**src/hdl/integer_text_formatter_defines.svh**
```systemverilog
// ---------------------------------------------------------------------------
// integer text formatter assertion macros
// property templates for the assertions of the emitter module
// ---------------------------------------------------------------------------
`ifndef INTEGER_TEXT_FORMATTER_DEFINES_SVH
`define INTEGER_TEXT_FORMATTER_DEFINES_SVH

// same-cycle implication, checked at every rising edge outside reset
`define ITF_ASSERT_IMP(lbl, clk, rstn, ante, cons, msg) \
  lbl: assert property (@(posedge clk) disable iff (!rstn) (ante) |-> (cons)) \
    else $error(msg);

// next-cycle implication
`define ITF_ASSERT_NXT(lbl, clk, rstn, ante, cons, msg) \
  lbl: assert property (@(posedge clk) disable iff (!rstn) (ante) |=> (cons)) \
    else $error(msg);

`endif

```
**src/hdl/itf_pkg.sv**
```systemverilog
// ---------------------------------------------------------------------------
// itf_pkg
// shared constants, types and character helpers of the text formatter
// ---------------------------------------------------------------------------
package itf_pkg;

  localparam int MAX_WIDTH   = 63;
  localparam int MAX_DIGITS  = 22;
  localparam int PREC_LIMIT  = MAX_WIDTH - 3;
  localparam int HEX_DIGITS  = 16;
  localparam int CONV_STEPS  = 64;
  localparam int CONV_W      = $clog2(CONV_STEPS);
  localparam int ND_W        = $clog2(MAX_DIGITS + 1);
  localparam int CNT_W       = $clog2(MAX_WIDTH + MAX_DIGITS + 4);
  localparam int QUEUE_DEPTH = 2;
  localparam int QPTR_W      = (QUEUE_DEPTH > 1) ? $clog2(QUEUE_DEPTH) : 1;
  localparam int QCNT_W      = $clog2(QUEUE_DEPTH + 1);

  // radix codes
  localparam logic [1:0] BASE_OCT = 2'd0;
  localparam logic [1:0] BASE_DEC = 2'd1;
  localparam logic [1:0] BASE_HEX = 2'd2;

  // flag bit positions
  localparam int FLAG_LEFT   = 0;
  localparam int FLAG_PLUS   = 1;
  localparam int FLAG_SPACE  = 2;
  localparam int FLAG_ALT    = 3;
  localparam int FLAG_ZPAD   = 4;
  localparam int FLAG_LOWER  = 5;
  localparam int FLAG_SIGNED = 6;

  // characters
  localparam logic [7:0] CH_SPACE = 8'h20;
  localparam logic [7:0] CASE_BIT = 8'h20;
  localparam logic [7:0] CH_ZERO  = "0";
  localparam logic [7:0] CH_MINUS = "-";
  localparam logic [7:0] CH_PLUS  = "+";
  localparam logic [7:0] CH_UPX   = "X";
  localparam logic [7:0] CH_LOW_A = "a";

  localparam int DIGIT_SET_LEN = 36;
  localparam logic [8*DIGIT_SET_LEN-1:0] DIGIT_SET =
    "0123456789abcdefghijklmnopqrstuvwxyz";

  typedef logic [MAX_DIGITS-1:0][3:0] digits_t;

  // one planned field, handed from the front end to the emitter
  typedef struct packed {
    digits_t          digits;
    logic [ND_W-1:0]  nd;
    logic [5:0]       zeros;
    logic [5:0]       pad;
    logic             has_sign;
    logic [7:0]       sign_ch;
    logic [1:0]       npre;
    logic [7:0]       x_ch;
    logic             left;
    logic             zero_pad;
    logic             upper;
    logic [CNT_W-1:0] total;
  } job_t;

  function automatic logic [7:0] digit_char(logic [3:0] d, logic upper);
    logic [7:0] c;
    c = DIGIT_SET[8*(DIGIT_SET_LEN-1-int'(d)) +: 8];
    if (upper && c >= CH_LOW_A) begin
      c = c & ~CASE_BIT;
    end
    return c;
  endfunction

endpackage

```
**src/hdl/itf_ifs.sv**
```systemverilog
// ---------------------------------------------------------------------------
// itf channel interfaces
// request channel and character channel, valid/ready handshake
// ---------------------------------------------------------------------------
interface itf_req_if;
  logic        valid;
  logic        ready;
  logic [63:0] value;
  logic [1:0]  base_select;
  logic [6:0]  format_flags;
  logic [5:0]  field_width;
  logic [5:0]  min_digits;

  modport source (
    output valid, value, base_select, format_flags, field_width, min_digits,
    input  ready
  );
  modport sink (
    input  valid, value, base_select, format_flags, field_width, min_digits,
    output ready
  );
endinterface

interface itf_chr_if;
  logic       valid;
  logic       ready;
  logic [7:0] char_out;
  logic       last_char;

  modport source (output valid, char_out, last_char, input ready);
  modport sink   (input valid, char_out, last_char, output ready);
endinterface

```
**src/hdl/itf_front.sv**
```systemverilog
// ---------------------------------------------------------------------------
// itf_front
// accepts a request, converts the magnitude to digits and plans the layout
// ---------------------------------------------------------------------------
module itf_front (
  input  logic          clk_i,
  input  logic          rst_ni,
  itf_req_if.sink       req_i,
  output logic          push_valid_o,
  input  logic          push_ready_i,
  output itf_pkg::job_t push_job_o
);
  import itf_pkg::*;

  typedef enum logic [1:0] {F_IDLE, F_CONV, F_SCAN, F_PUSH} fstate_e;

  fstate_e           state_q;
  logic [63:0]       mag_q;
  logic              is_oct_q, is_hex_q;
  logic [6:0]        flags_q;
  logic [5:0]        w_q, p_q;
  logic              has_sign_q;
  logic [7:0]        sign_ch_q;
  digits_t           digit_q;
  logic [CONV_W-1:0] cnt_q;
  logic [ND_W-1:0]   nd_q;
  logic              nz_q;

  logic              sgn_neg;
  logic [63:0]       mag_in;
  digits_t           dab_digits, oct_digits, hex_digits;
  logic [65:0]       mag_ext;

  assign sgn_neg = req_i.format_flags[FLAG_SIGNED] && req_i.value[63];
  assign mag_in  = sgn_neg ? (64'd0 - req_i.value) : req_i.value;
  assign mag_ext = {2'b00, mag_q};

  // one shift-and-add-3 step of the binary to bcd conversion
  always_comb begin
    logic [3:0] adj;
    logic       carry;
    carry = mag_q[63];
    for (int i = 0; i < MAX_DIGITS; i++) begin
      adj           = (digit_q[i] >= 4'd5) ? (digit_q[i] + 4'd3) : digit_q[i];
      dab_digits[i] = {adj[2:0], carry};
      carry         = adj[3];
    end
  end

  always_comb begin
    for (int i = 0; i < MAX_DIGITS; i++) begin
      oct_digits[i] = {1'b0, mag_ext[3*i +: 3]};
      hex_digits[i] = (i < HEX_DIGITS) ? mag_q[(4*i) % 64 +: 4] : 4'd0;
    end
  end

  // layout plan
  logic [5:0]       prec, zeros;
  logic [1:0]       npre;
  logic [CNT_W-1:0] len, pad, wide_w;
  logic             left, lower;

  always_comb begin
    left   = flags_q[FLAG_LEFT];
    lower  = flags_q[FLAG_LOWER];
    prec   = (p_q == 6'd0) ? 6'd1 : p_q;
    zeros  = (prec > 6'(nd_q)) ? (prec - 6'(nd_q)) : 6'd0;
    npre   = 2'd0;
    if (flags_q[FLAG_ALT] && nz_q) begin
      if (is_hex_q) begin
        npre = 2'd2;
      end else if (is_oct_q && zeros == 6'd0) begin
        npre = 2'd1;
      end
    end
    len    = CNT_W'(has_sign_q) + CNT_W'(npre) + CNT_W'(zeros) + CNT_W'(nd_q);
    wide_w = CNT_W'(w_q);
    pad    = (wide_w > len) ? (wide_w - len) : '0;

    push_job_o.digits   = digit_q;
    push_job_o.nd       = nd_q;
    push_job_o.zeros    = zeros;
    push_job_o.pad      = pad[5:0];
    push_job_o.has_sign = has_sign_q;
    push_job_o.sign_ch  = sign_ch_q;
    push_job_o.npre     = npre;
    push_job_o.x_ch     = lower ? (CH_UPX | CASE_BIT) : CH_UPX;
    push_job_o.left     = left;
    push_job_o.zero_pad = flags_q[FLAG_ZPAD] && !left && (p_q == 6'd0);
    push_job_o.upper    = is_hex_q && !lower;
    push_job_o.total    = len + pad;
  end

  assign req_i.ready  = (state_q == F_IDLE);
  assign push_valid_o = (state_q == F_PUSH);

  always_ff @(posedge clk_i or negedge rst_ni) begin
    if (!rst_ni) begin
      state_q <= F_IDLE;
    end else begin
      unique case (state_q)
        F_IDLE: begin
          if (req_i.valid) begin
            mag_q    <= mag_in;
            is_oct_q <= (req_i.base_select == BASE_OCT);
            is_hex_q <= (req_i.base_select == BASE_HEX);
            flags_q  <= req_i.format_flags;
            w_q      <= (req_i.field_width > 6'(MAX_WIDTH)) ? 6'(MAX_WIDTH)
                                                             : req_i.field_width;
            p_q      <= (req_i.min_digits > 6'(PREC_LIMIT)) ? 6'(PREC_LIMIT)
                                                             : req_i.min_digits;
            has_sign_q <= req_i.format_flags[FLAG_SIGNED] &&
                          (req_i.value[63] || req_i.format_flags[FLAG_PLUS] ||
                           req_i.format_flags[FLAG_SPACE]);
            if (sgn_neg) begin
              sign_ch_q <= CH_MINUS;
            end else if (req_i.format_flags[FLAG_PLUS]) begin
              sign_ch_q <= CH_PLUS;
            end else begin
              sign_ch_q <= CH_SPACE;
            end
            digit_q <= '0;
            cnt_q   <= '0;
            nd_q    <= ND_W'(1);
            nz_q    <= 1'b0;
            state_q <= F_CONV;
          end
        end
        F_CONV: begin
          if (is_oct_q || is_hex_q) begin
            digit_q <= is_hex_q ? hex_digits : oct_digits;
            cnt_q   <= '0;
            state_q <= F_SCAN;
          end else begin
            digit_q <= dab_digits;
            mag_q   <= {mag_q[62:0], 1'b0};
            cnt_q   <= cnt_q + 1'b1;
            if (cnt_q == CONV_W'(CONV_STEPS - 1)) begin
              state_q <= F_SCAN;
            end
          end
        end
        F_SCAN: begin
          // highest nonzero digit sets the digit count
          if (digit_q[cnt_q[ND_W-1:0]] != 4'd0) begin
            nd_q <= cnt_q[ND_W-1:0] + 1'b1;
            nz_q <= 1'b1;
          end
          cnt_q <= cnt_q + 1'b1;
          if (cnt_q == CONV_W'(MAX_DIGITS - 1)) begin
            state_q <= F_PUSH;
          end
        end
        F_PUSH: begin
          if (push_ready_i) begin
            state_q <= F_IDLE;
          end
        end
      endcase
    end
  end

endmodule

```
**src/hdl/itf_fifo.sv**
```systemverilog
// ---------------------------------------------------------------------------
// itf_fifo
// short queue of planned fields between the front end and the emitter
// ---------------------------------------------------------------------------
module itf_fifo (
  input  logic          clk_i,
  input  logic          rst_ni,
  input  logic          push_valid_i,
  output logic          push_ready_o,
  input  itf_pkg::job_t push_job_i,
  output logic          pop_valid_o,
  input  logic          pop_ready_i,
  output itf_pkg::job_t pop_job_o
);
  import itf_pkg::*;

  job_t              entry_q [QUEUE_DEPTH];
  logic [QPTR_W-1:0] wr_ptr_q, rd_ptr_q;
  logic [QCNT_W-1:0] count_q;
  logic              do_push, do_pop;

  assign push_ready_o = (count_q != QCNT_W'(QUEUE_DEPTH));
  assign pop_valid_o  = (count_q != '0);
  assign pop_job_o    = entry_q[rd_ptr_q];
  assign do_push      = push_valid_i && push_ready_o;
  assign do_pop       = pop_valid_o && pop_ready_i;

  always_ff @(posedge clk_i) begin
    if (do_push) begin
      entry_q[wr_ptr_q] <= push_job_i;
    end
  end

  always_ff @(posedge clk_i or negedge rst_ni) begin
    if (!rst_ni) begin
      wr_ptr_q <= '0;
      rd_ptr_q <= '0;
      count_q  <= '0;
    end else begin
      if (do_push) begin
        wr_ptr_q <= (wr_ptr_q == QPTR_W'(QUEUE_DEPTH - 1)) ? '0 : wr_ptr_q + 1'b1;
      end
      if (do_pop) begin
        rd_ptr_q <= (rd_ptr_q == QPTR_W'(QUEUE_DEPTH - 1)) ? '0 : rd_ptr_q + 1'b1;
      end
      if (do_push && !do_pop) begin
        count_q <= count_q + 1'b1;
      end else if (do_pop && !do_push) begin
        count_q <= count_q - 1'b1;
      end
    end
  end

endmodule

```
**src/hdl/itf_back.sv**
```systemverilog
// ---------------------------------------------------------------------------
// itf_back
// emits a planned field segment by segment, one character per cycle unless stalled
// ---------------------------------------------------------------------------
`include "integer_text_formatter_defines.svh"

module itf_back (
  input  logic          clk_i,
  input  logic          rst_ni,
  input  logic          pop_valid_i,
  output logic          pop_ready_o,
  input  itf_pkg::job_t pop_job_i,
  itf_chr_if.source     chr_o
);
  import itf_pkg::*;

  typedef enum logic [2:0] {
    PH_PADL = 3'd0,
    PH_SIGN = 3'd1,
    PH_PRE  = 3'd2,
    PH_ZPAD = 3'd3,
    PH_ZERO = 3'd4,
    PH_DIG  = 3'd5,
    PH_PADR = 3'd6,
    PH_IDLE = 3'd7
  } phase_e;

  localparam int NUM_SEG = 7;

  function automatic logic [CNT_W-1:0] seg_len(job_t j, phase_e ph);
    logic [CNT_W-1:0] r;
    unique case (ph)
      PH_PADL: r = (!j.left && !j.zero_pad) ? CNT_W'(j.pad) : '0;
      PH_SIGN: r = CNT_W'(j.has_sign);
      PH_PRE:  r = CNT_W'(j.npre);
      PH_ZPAD: r = j.zero_pad ? CNT_W'(j.pad) : '0;
      PH_ZERO: r = CNT_W'(j.zeros);
      PH_DIG:  r = CNT_W'(j.nd);
      PH_PADR: r = j.left ? CNT_W'(j.pad) : '0;
      PH_IDLE: r = '0;
    endcase
    return r;
  endfunction

  // first nonempty segment at or after start
  function automatic phase_e first_phase(job_t j, logic [3:0] start);
    phase_e r;
    r = PH_IDLE;
    for (int i = NUM_SEG - 1; i >= 0; i--) begin
      if (4'(i) >= start && seg_len(j, phase_e'(3'(i))) != '0) begin
        r = phase_e'(3'(i));
      end
    end
    return r;
  endfunction

  phase_e           phase_q;
  job_t             job_q;
  logic [CNT_W-1:0] seg_cnt_q, rem_q;
  logic             out_valid_q, last_q;
  logic [7:0]       char_q;

  logic             busy, advance, emit, seg_end, in_digits;
  logic [ND_W-1:0]  dig_idx;
  logic [7:0]       ch;

  assign busy        = (phase_q != PH_IDLE);
  assign advance     = !out_valid_q || chr_o.ready;
  assign emit        = busy && advance;
  assign pop_ready_o = !busy;
  assign seg_end     = (seg_cnt_q + 1'b1) == seg_len(job_q, phase_q);
  assign in_digits   = (seg_cnt_q < CNT_W'(job_q.nd));
  assign dig_idx     = job_q.nd - 1'b1 - seg_cnt_q[ND_W-1:0];

  always_comb begin
    unique case (phase_q)
      PH_PADL: ch = CH_SPACE;
      PH_SIGN: ch = job_q.sign_ch;
      PH_PRE:  ch = (seg_cnt_q == '0) ? CH_ZERO : job_q.x_ch;
      PH_ZPAD: ch = CH_ZERO;
      PH_ZERO: ch = CH_ZERO;
      PH_DIG:  ch = digit_char(job_q.digits[dig_idx], job_q.upper);
      PH_PADR: ch = CH_SPACE;
      PH_IDLE: ch = CH_SPACE;
    endcase
  end

  assign chr_o.valid     = out_valid_q;
  assign chr_o.char_out  = char_q;
  assign chr_o.last_char = last_q;

  always_ff @(posedge clk_i or negedge rst_ni) begin
    if (!rst_ni) begin
      phase_q     <= PH_IDLE;
      out_valid_q <= 1'b0;
    end else begin
      if (!busy && pop_valid_i) begin
        job_q     <= pop_job_i;
        phase_q   <= first_phase(pop_job_i, 4'd0);
        seg_cnt_q <= '0;
        rem_q     <= pop_job_i.total;
      end else if (emit) begin
        rem_q <= rem_q - 1'b1;
        if (seg_end) begin
          phase_q   <= first_phase(job_q, {1'b0, phase_q} + 4'd1);
          seg_cnt_q <= '0;
        end else begin
          seg_cnt_q <= seg_cnt_q + 1'b1;
        end
      end
      if (emit) begin
        out_valid_q <= 1'b1;
        char_q      <= ch;
        last_q      <= (rem_q == CNT_W'(1));
      end else if (advance) begin
        out_valid_q <= 1'b0;
      end
    end
  end

  `ITF_ASSERT_NXT(a_last_frees_seq, clk_i, rst_ni, emit && rem_q == CNT_W'(1), phase_q == PH_IDLE, "final character did not end the field")
  `ITF_ASSERT_IMP(a_busy_has_chars, clk_i, rst_ni, busy, rem_q != '0, "sequencer busy with no characters left")
  `ITF_ASSERT_IMP(a_digit_in_range, clk_i, rst_ni, phase_q == PH_DIG, in_digits, "digit index beyond digit count")

endmodule

```
**src/hdl/integer_text_formatter.sv**
```systemverilog
// ---------------------------------------------------------------------------
// integer_text_formatter
// the front end takes octal and hex digits as bit groups and decimal ones
//   from a bcd conversion loop, scans them, then queues the field; it takes
//   a new request only once that field is queued; the emitter loads each
//   field, then gives one character per cycle while the receiver is ready
// reset: asynchronous, clears the handshakes and empties the queue
// ---------------------------------------------------------------------------
module integer_text_formatter (
  input  logic      clk_i,
  input  logic      rst_ni,
  itf_req_if.sink   req_i,
  itf_chr_if.source chr_o
);
  import itf_pkg::*;

  // front end: takes one request transaction, forms the magnitude and sign,
  // converts to digits (bit groups for octal/hex, shift-add-3 loop for
  // decimal), finds the digit count by scanning the digit register one
  // digit per cycle, then plans prefix, zero fill and padding
  logic push_valid, push_ready;
  job_t push_job;

  itf_front u_front (
    .clk_i        (clk_i),
    .rst_ni       (rst_ni),
    .req_i        (req_i),
    .push_valid_o (push_valid),
    .push_ready_i (push_ready),
    .push_job_o   (push_job)
  );

  // queue of planned fields lets the next conversion run while the
  // current field is still being emitted
  logic pop_valid, pop_ready;
  job_t pop_job;

  itf_fifo u_fifo (
    .clk_i        (clk_i),
    .rst_ni       (rst_ni),
    .push_valid_i (push_valid),
    .push_ready_o (push_ready),
    .push_job_i   (push_job),
    .pop_valid_o  (pop_valid),
    .pop_ready_i  (pop_ready),
    .pop_job_o    (pop_job)
  );

  // emitter: segment sequencer (left pad, sign, prefix, zero pad, precision
  // zeros, digits, right pad) into a registered character output; it keeps
  // producing while the consumer takes the previous transaction
  itf_back u_back (
    .clk_i       (clk_i),
    .rst_ni      (rst_ni),
    .pop_valid_i (pop_valid),
    .pop_ready_o (pop_ready),
    .pop_job_i   (pop_job),
    .chr_o       (chr_o)
  );

endmodule

```
**src/flat_wrapper.sv**
```systemverilog
// flat-port wrapper written by rule: the top's interface ports become plain ports
module integer_text_formatter_flat import itf_pkg::*;
  (clk_i, rst_ni, req_i_valid, req_i_value, req_i_base_select, req_i_format_flags, req_i_field_width, req_i_min_digits, req_i_ready, chr_o_valid, chr_o_char_out, chr_o_last_char, chr_o_ready);
  itf_req_if req_i_i ();
  itf_chr_if chr_o_i ();
  input  logic clk_i;
  input  logic rst_ni;
  input wire logic [$bits(req_i_i.valid)-1:0] req_i_valid;
  input wire logic [$bits(req_i_i.value)-1:0] req_i_value;
  input wire logic [$bits(req_i_i.base_select)-1:0] req_i_base_select;
  input wire logic [$bits(req_i_i.format_flags)-1:0] req_i_format_flags;
  input wire logic [$bits(req_i_i.field_width)-1:0] req_i_field_width;
  input wire logic [$bits(req_i_i.min_digits)-1:0] req_i_min_digits;
  output wire logic [$bits(req_i_i.ready)-1:0] req_i_ready;
  output wire logic [$bits(chr_o_i.valid)-1:0] chr_o_valid;
  output wire logic [$bits(chr_o_i.char_out)-1:0] chr_o_char_out;
  output wire logic [$bits(chr_o_i.last_char)-1:0] chr_o_last_char;
  input wire logic [$bits(chr_o_i.ready)-1:0] chr_o_ready;
  assign req_i_i.valid = req_i_valid;
  assign req_i_i.value = req_i_value;
  assign req_i_i.base_select = req_i_base_select;
  assign req_i_i.format_flags = req_i_format_flags;
  assign req_i_i.field_width = req_i_field_width;
  assign req_i_i.min_digits = req_i_min_digits;
  assign req_i_ready = req_i_i.ready;
  assign chr_o_valid = chr_o_i.valid;
  assign chr_o_char_out = chr_o_i.char_out;
  assign chr_o_last_char = chr_o_i.last_char;
  assign chr_o_i.ready = chr_o_ready;
  integer_text_formatter u_core (.clk_i(clk_i), .rst_ni(rst_ni), .req_i(req_i_i), .chr_o(chr_o_i));
endmodule
```
**config.mk**
```make
export PLATFORM = sky130hd
export DESIGN_NAME = integer_text_formatter_flat
export DESIGN_NICKNAME = d
export VERILOG_FILES = /design/src/hdl/itf_pkg.sv /design/src/hdl/itf_ifs.sv /design/src/hdl/itf_front.sv /design/src/hdl/itf_fifo.sv /design/src/hdl/itf_back.sv /design/src/hdl/integer_text_formatter.sv /design/src/flat_wrapper.sv
export VERILOG_INCLUDE_DIRS = /design/src /design/src/hdl
export SDC_FILE = /design/constraint.sdc
export NUM_CORES = 1
export LEC_CHECK = 0
export BUFFER_PORTS_ARGS = -buffer_cell sky130_fd_sc_hd__clkbuf_2
export CORE_ASPECT_RATIO = 0.8
export CORE_MARGIN = 5
export CORE_UTILIZATION = 30
export CTS_BUF_LIST = sky130_fd_sc_hd__clkbuf_4 sky130_fd_sc_hd__clkbuf_8 sky130_fd_sc_hd__clkbuf_16
export DETAILED_ROUTE_END_ITERATION = 8
export HOLD_SLACK_MARGIN = 0.1
export PLACE_DENSITY = 0.56
export RECOVER_POWER = 50
export REMOVE_ABC_BUFFERS = 1
export SYNTH_ARGS = -nofsm -noshare
export SYNTH_HDL_FRONTEND = slang
export SYNTH_SLANG_ARGS = --single-unit
export TNS_END_PERCENT = 30
```
**constraint.sdc**
```tcl
create_clock -name clk_i -period 12.35 [get_ports clk_i]
set_input_delay 0 -clock clk_i [delete_from_list [all_inputs] [get_ports clk_i]]
set_output_delay 0 -clock clk_i [all_outputs]
set_load 0.1 [all_outputs]
```
==> run_results.csv <==
group,metric,value,unit
status,outcome,"finished with violations",
status,failed_checks,"capacitance limit, slew limit",
grt,grt_use_total,13.8,%
setup_path,path_class,"reg -> reg",
floorplanning,die_w,355,microns
timing,max_freq,0.121,GHz
finish,final-instance-count-excl-fill,3705,
clocking,cts_made_buffers,60,
clocking,cts_tree,"yes",
power,pwr_density_cell,212,nW/um^2
routing,first_pass_iters,5,
finish,final_common_cell,"edfxtp_1",
finish,layout_common_cells,"567 x edfxtp_1, 183 x nand2_1, 161 x a21oi_1",
grt,grt_pass1_wl,111000,microns
floorplanning,core-area,94700,sq um
setup_path,worst_r2r_startpoint,"u_core.u_front.p_q[5]$_SDFFCE_PN1P_",
routing,met3_length,3620,microns
timing,relSlewSlack,-165,%
finish,layout.nets,2621,
timing,slew_violations,596,
clocking,clk_pin_slew,0.06,ns
routing,dr_wl_met2,32200,microns
synthesis,yosysWarningCount,0,
setup_path,crit_path_frequent_cell,"a21oi_1",
routing,highest_layer,"met4",
routing,routed_wl,71500,microns
routing,viasPerCell,4.99,
routing,vias,18500,
worst_hold_path,hp-class,"in -> reg",
clocking,clock_sinks,577,
clocking,clock-root-buffer,"clkbuf_16",
synthesis,synth-edff-count,567,
floorplanning,die-area,101000,sq um
setup_path,startpoint,"u_core.u_front.p_q[5]$_SDFFCE_PN1P_",
power,cellLeakagePower,11.6,nW
timing,rsz0062_at_grt,"no",
floorplanning,start_util,30.1,%
worst_hold_path,holdPathEnd,"u_core.u_front.p_q[5]$_SDFFCE_PN1P_",
timing,tightest_slew,3.98,ns
place,io_buffers,98,
finish,layout-drive-gt1-share,14.6,%
timing,fin_crit_sh,67.1,%
setup_path,arrival,8.64,ns
routing,route.detailed.drc,0,
setup_path,cp-end-kind,"register",
grt,grt_max_degree,66,
synthesis,ys_ff_latch,577,
timing,tns,0,ns
synthesis,ys.flop_type,"edfxtp_1",
place,gp_congestion,0.832,
place,place_inst,3465,
setup_path,crit_slowest_cell,"nor4b_1",
timing,min_period,8.28,ns
clocking,post_cts_resized,0,
routing,dr.first_iter.drc_count,1350,
floorplanning,die_h,286,microns
setup_path,path_max_fanout,6,
synthesis,synth_area,28500,sq um
synthesis,async_flop_share,1.73,%
timing,worst_clock_skew,0.0204,ns
synthesis,synthDistinctLibCells,79,
finish,antenna_cells,0,
setup_path,r2r-end,"u_core.u_fifo.entry_q[1][6]$_DFFE_PP_",
synthesis,yosysSeqAreaShare,60.6,%
setup_path,required,12.71,ns
place,dp.final_hpwl,49000,microns
clocking,cts_buffer_depth,3,
run,cap_viol_max_count,13,
synthesis,synthCells,2205,
floorplanning,rows,101,
timing,setup_viol,0,
grt,gr-total-overflow,0,
grt,grt_pass1_vias,18700,
routing,met1_length,34400,microns
worst_hold_path,min_from,"req_i_min_digits[5]",
routing,antenna_left,0,
setup_path,start_kind,"register",
timing,finalHoldViolations,0,
clocking,htreeDepth,2,
routing,wl_per_cell,19.3,microns
setup_path,reg2reg_depth,32,
finish,syn2layout_area_growth,18.0,%
setup_path,max_stage_delay,0.69,ns
power,ir_drop,235,uV
worst_hold_path,hold_depth,2,
grt,antenna_found_initial,1,
clocking,clk_latency,0.64,ns
setup_path,r2r_slack,4.07,ns
floorplanning,io_pins,100,
synthesis,syn_avg_cell_area,12.9,sq um
area by class of cell:
cell class	count	area (sq um)
Tap cell	1236	1550
Fill cell	9038	61000
Clock inverter	34	394
Timing Repair Buffer	259	1970
Inverter	101	379
Sequential cell	577	17300
Multi-Input combinational cell	1427	10500
Clock buffer	71	1600
logic make-up after synthesis:
logic type | Yosys count | synth area share, %
buf+inv | 201 | 2.73
compound gates | 444 | 9.48
fa+ha+maj | 106 | 4.84
other cells | 1 | 0.0132
flops | 577 | 60.6
simple gates | 552 | 9.81
mux | 197 | 8.62
xor+xnor | 127 | 3.90
Yosys cell counts (5+ instances only):
library cell  instances  area (sq um)
nor3_1               34           170
clkbuf_1             83           312
dfrtp_1               7           175
xnor2_1              81           709
nand4_1               6          37.5
a211oi_1             30           225
nand2_1             183           687
or3_1                 9          56.3
o31ai_1              13          97.6
a21oi_1             161           806
mux2i_1              35           350
mux2_2              137          1540
nor3b_1              30           225
nor2b_1              31           194
and2_1                7          43.8
or4_4                 5          56.3
ha_1                 99          1240
or2_2                 9          56.3
o21bai_1              5          37.5
a22oi_1               5          37.5
o21ai_0             125           626
inv_1               100           375
nand3_1              13          65.1
edfxtp_1            567         17000
o211a_1              15           150
fa_1                  7           140
nand2b_1             48           300
xor2_1               46           403
a21o_1               12          90.1
and3_1               11          68.8
nor4_1               33           206
buf_1                10          37.5
nor2_1              112           420
mux4_2               25           563
a31oi_1               7          43.8
o211ai_1             31           233
power breakdown:
part	switching, mW	total (mW)	internal [mW]
clock network	0.764	1.85	1.09
registers	0.266	3.10	2.83
logic	1.33	2.17	0.848
total	2.35	7.13	4.77
flip-flops by register name (all words and copies together), names as in the netlist, 7 cells and up:
register	count
u_core.u_back.rem_q	7
u_core.u_fifo.entry_q	244
u_core.u_front.mag_q	64
u_core.u_back.chr_o.char_out	7
u_core.u_front.push_job_o	88
u_core.u_back.job_q	115
u_core.u_back.seg_cnt_q	7
worst max-delay path by stage:
| stage | endpoint | slack, ns | cells after the start |
|---|---|---|---|
| final | u_core.u_fifo.entry_q[1][6]$_DFFE_PP_ | 4.07 | 32 |
| after global routing | u_core.u_fifo.entry_q[1][6]$_DFFE_PP_ | 3.58 | 32 |
| after CTS | u_core.u_fifo.entry_q[1][6]$_DFFE_PP_ | 4.21 | 32 |
| after detailed placement | u_core.u_fifo.entry_q[1][6]$_DFFE_PP_ | 4.26 | 32 |
| after global placement | u_core.u_fifo.entry_q[0][6]$_DFFE_PP_ | 4.47 | 32 |
| after floorplan | u_core.u_front.mag_q[0]$_SDFFCE_PP0P_ | 3.26 | 5 |
stage by stage:
stage | area [sq um] | worst slack, ns | hold WS, ns | util (%) | power [mW]
4_1_cts | 33800 | 4.21 | 0.104 | 35.7 | 7.17
3_3_place_gp | 30400 | 4.47 | -0.0220 | 32.1 | 5.16
6_report | 33600 | 4.07 | 0.179 | 35.5 | 7.13
2_1_floorplan | 28100 | 3.26 | -0.296 | - | 4.63
5_1_grt | 33600 | 3.58 | 0.165 | 35.5 | 7.55
3_5_place_dp | 30400 | 4.26 | -0.00441 | 32.1 | 5.26
worst max-delay path, delay by kind of cell (launching register included):
kind / cells / cell delay [ns]
AO/OA/AOI/OAI: 12 / 2.41
XOR/XNOR: 1 / 0.12
adder cells (fa/ha/maj): 7 / 2.77
buffers and inverters: 2 / 0.13
flip-flops: 1 / 0.41
AND/OR/NAND/NOR: 10 / 2.17
per-layer routing:
| metal | GRT usage (%) | vias to the layer above |
|---|---|---|
| met2 | 21.8 | 488 |
| met4 | 3.19 | 0 |
| met1 | 20.2 | 9226 |
| li1 | - | 8682 |
| met3 | 1.96 | 82 |
| met5 | 0 | - |
timing repair:
action | in CTS | in global routing
hold endpoints to repair | 120 | 0
hold buffers | 135 | 0
buffers inserted | 0 | 0
setup endpoints to repair | 0 | 0
(Power assumes the default switching activity.)
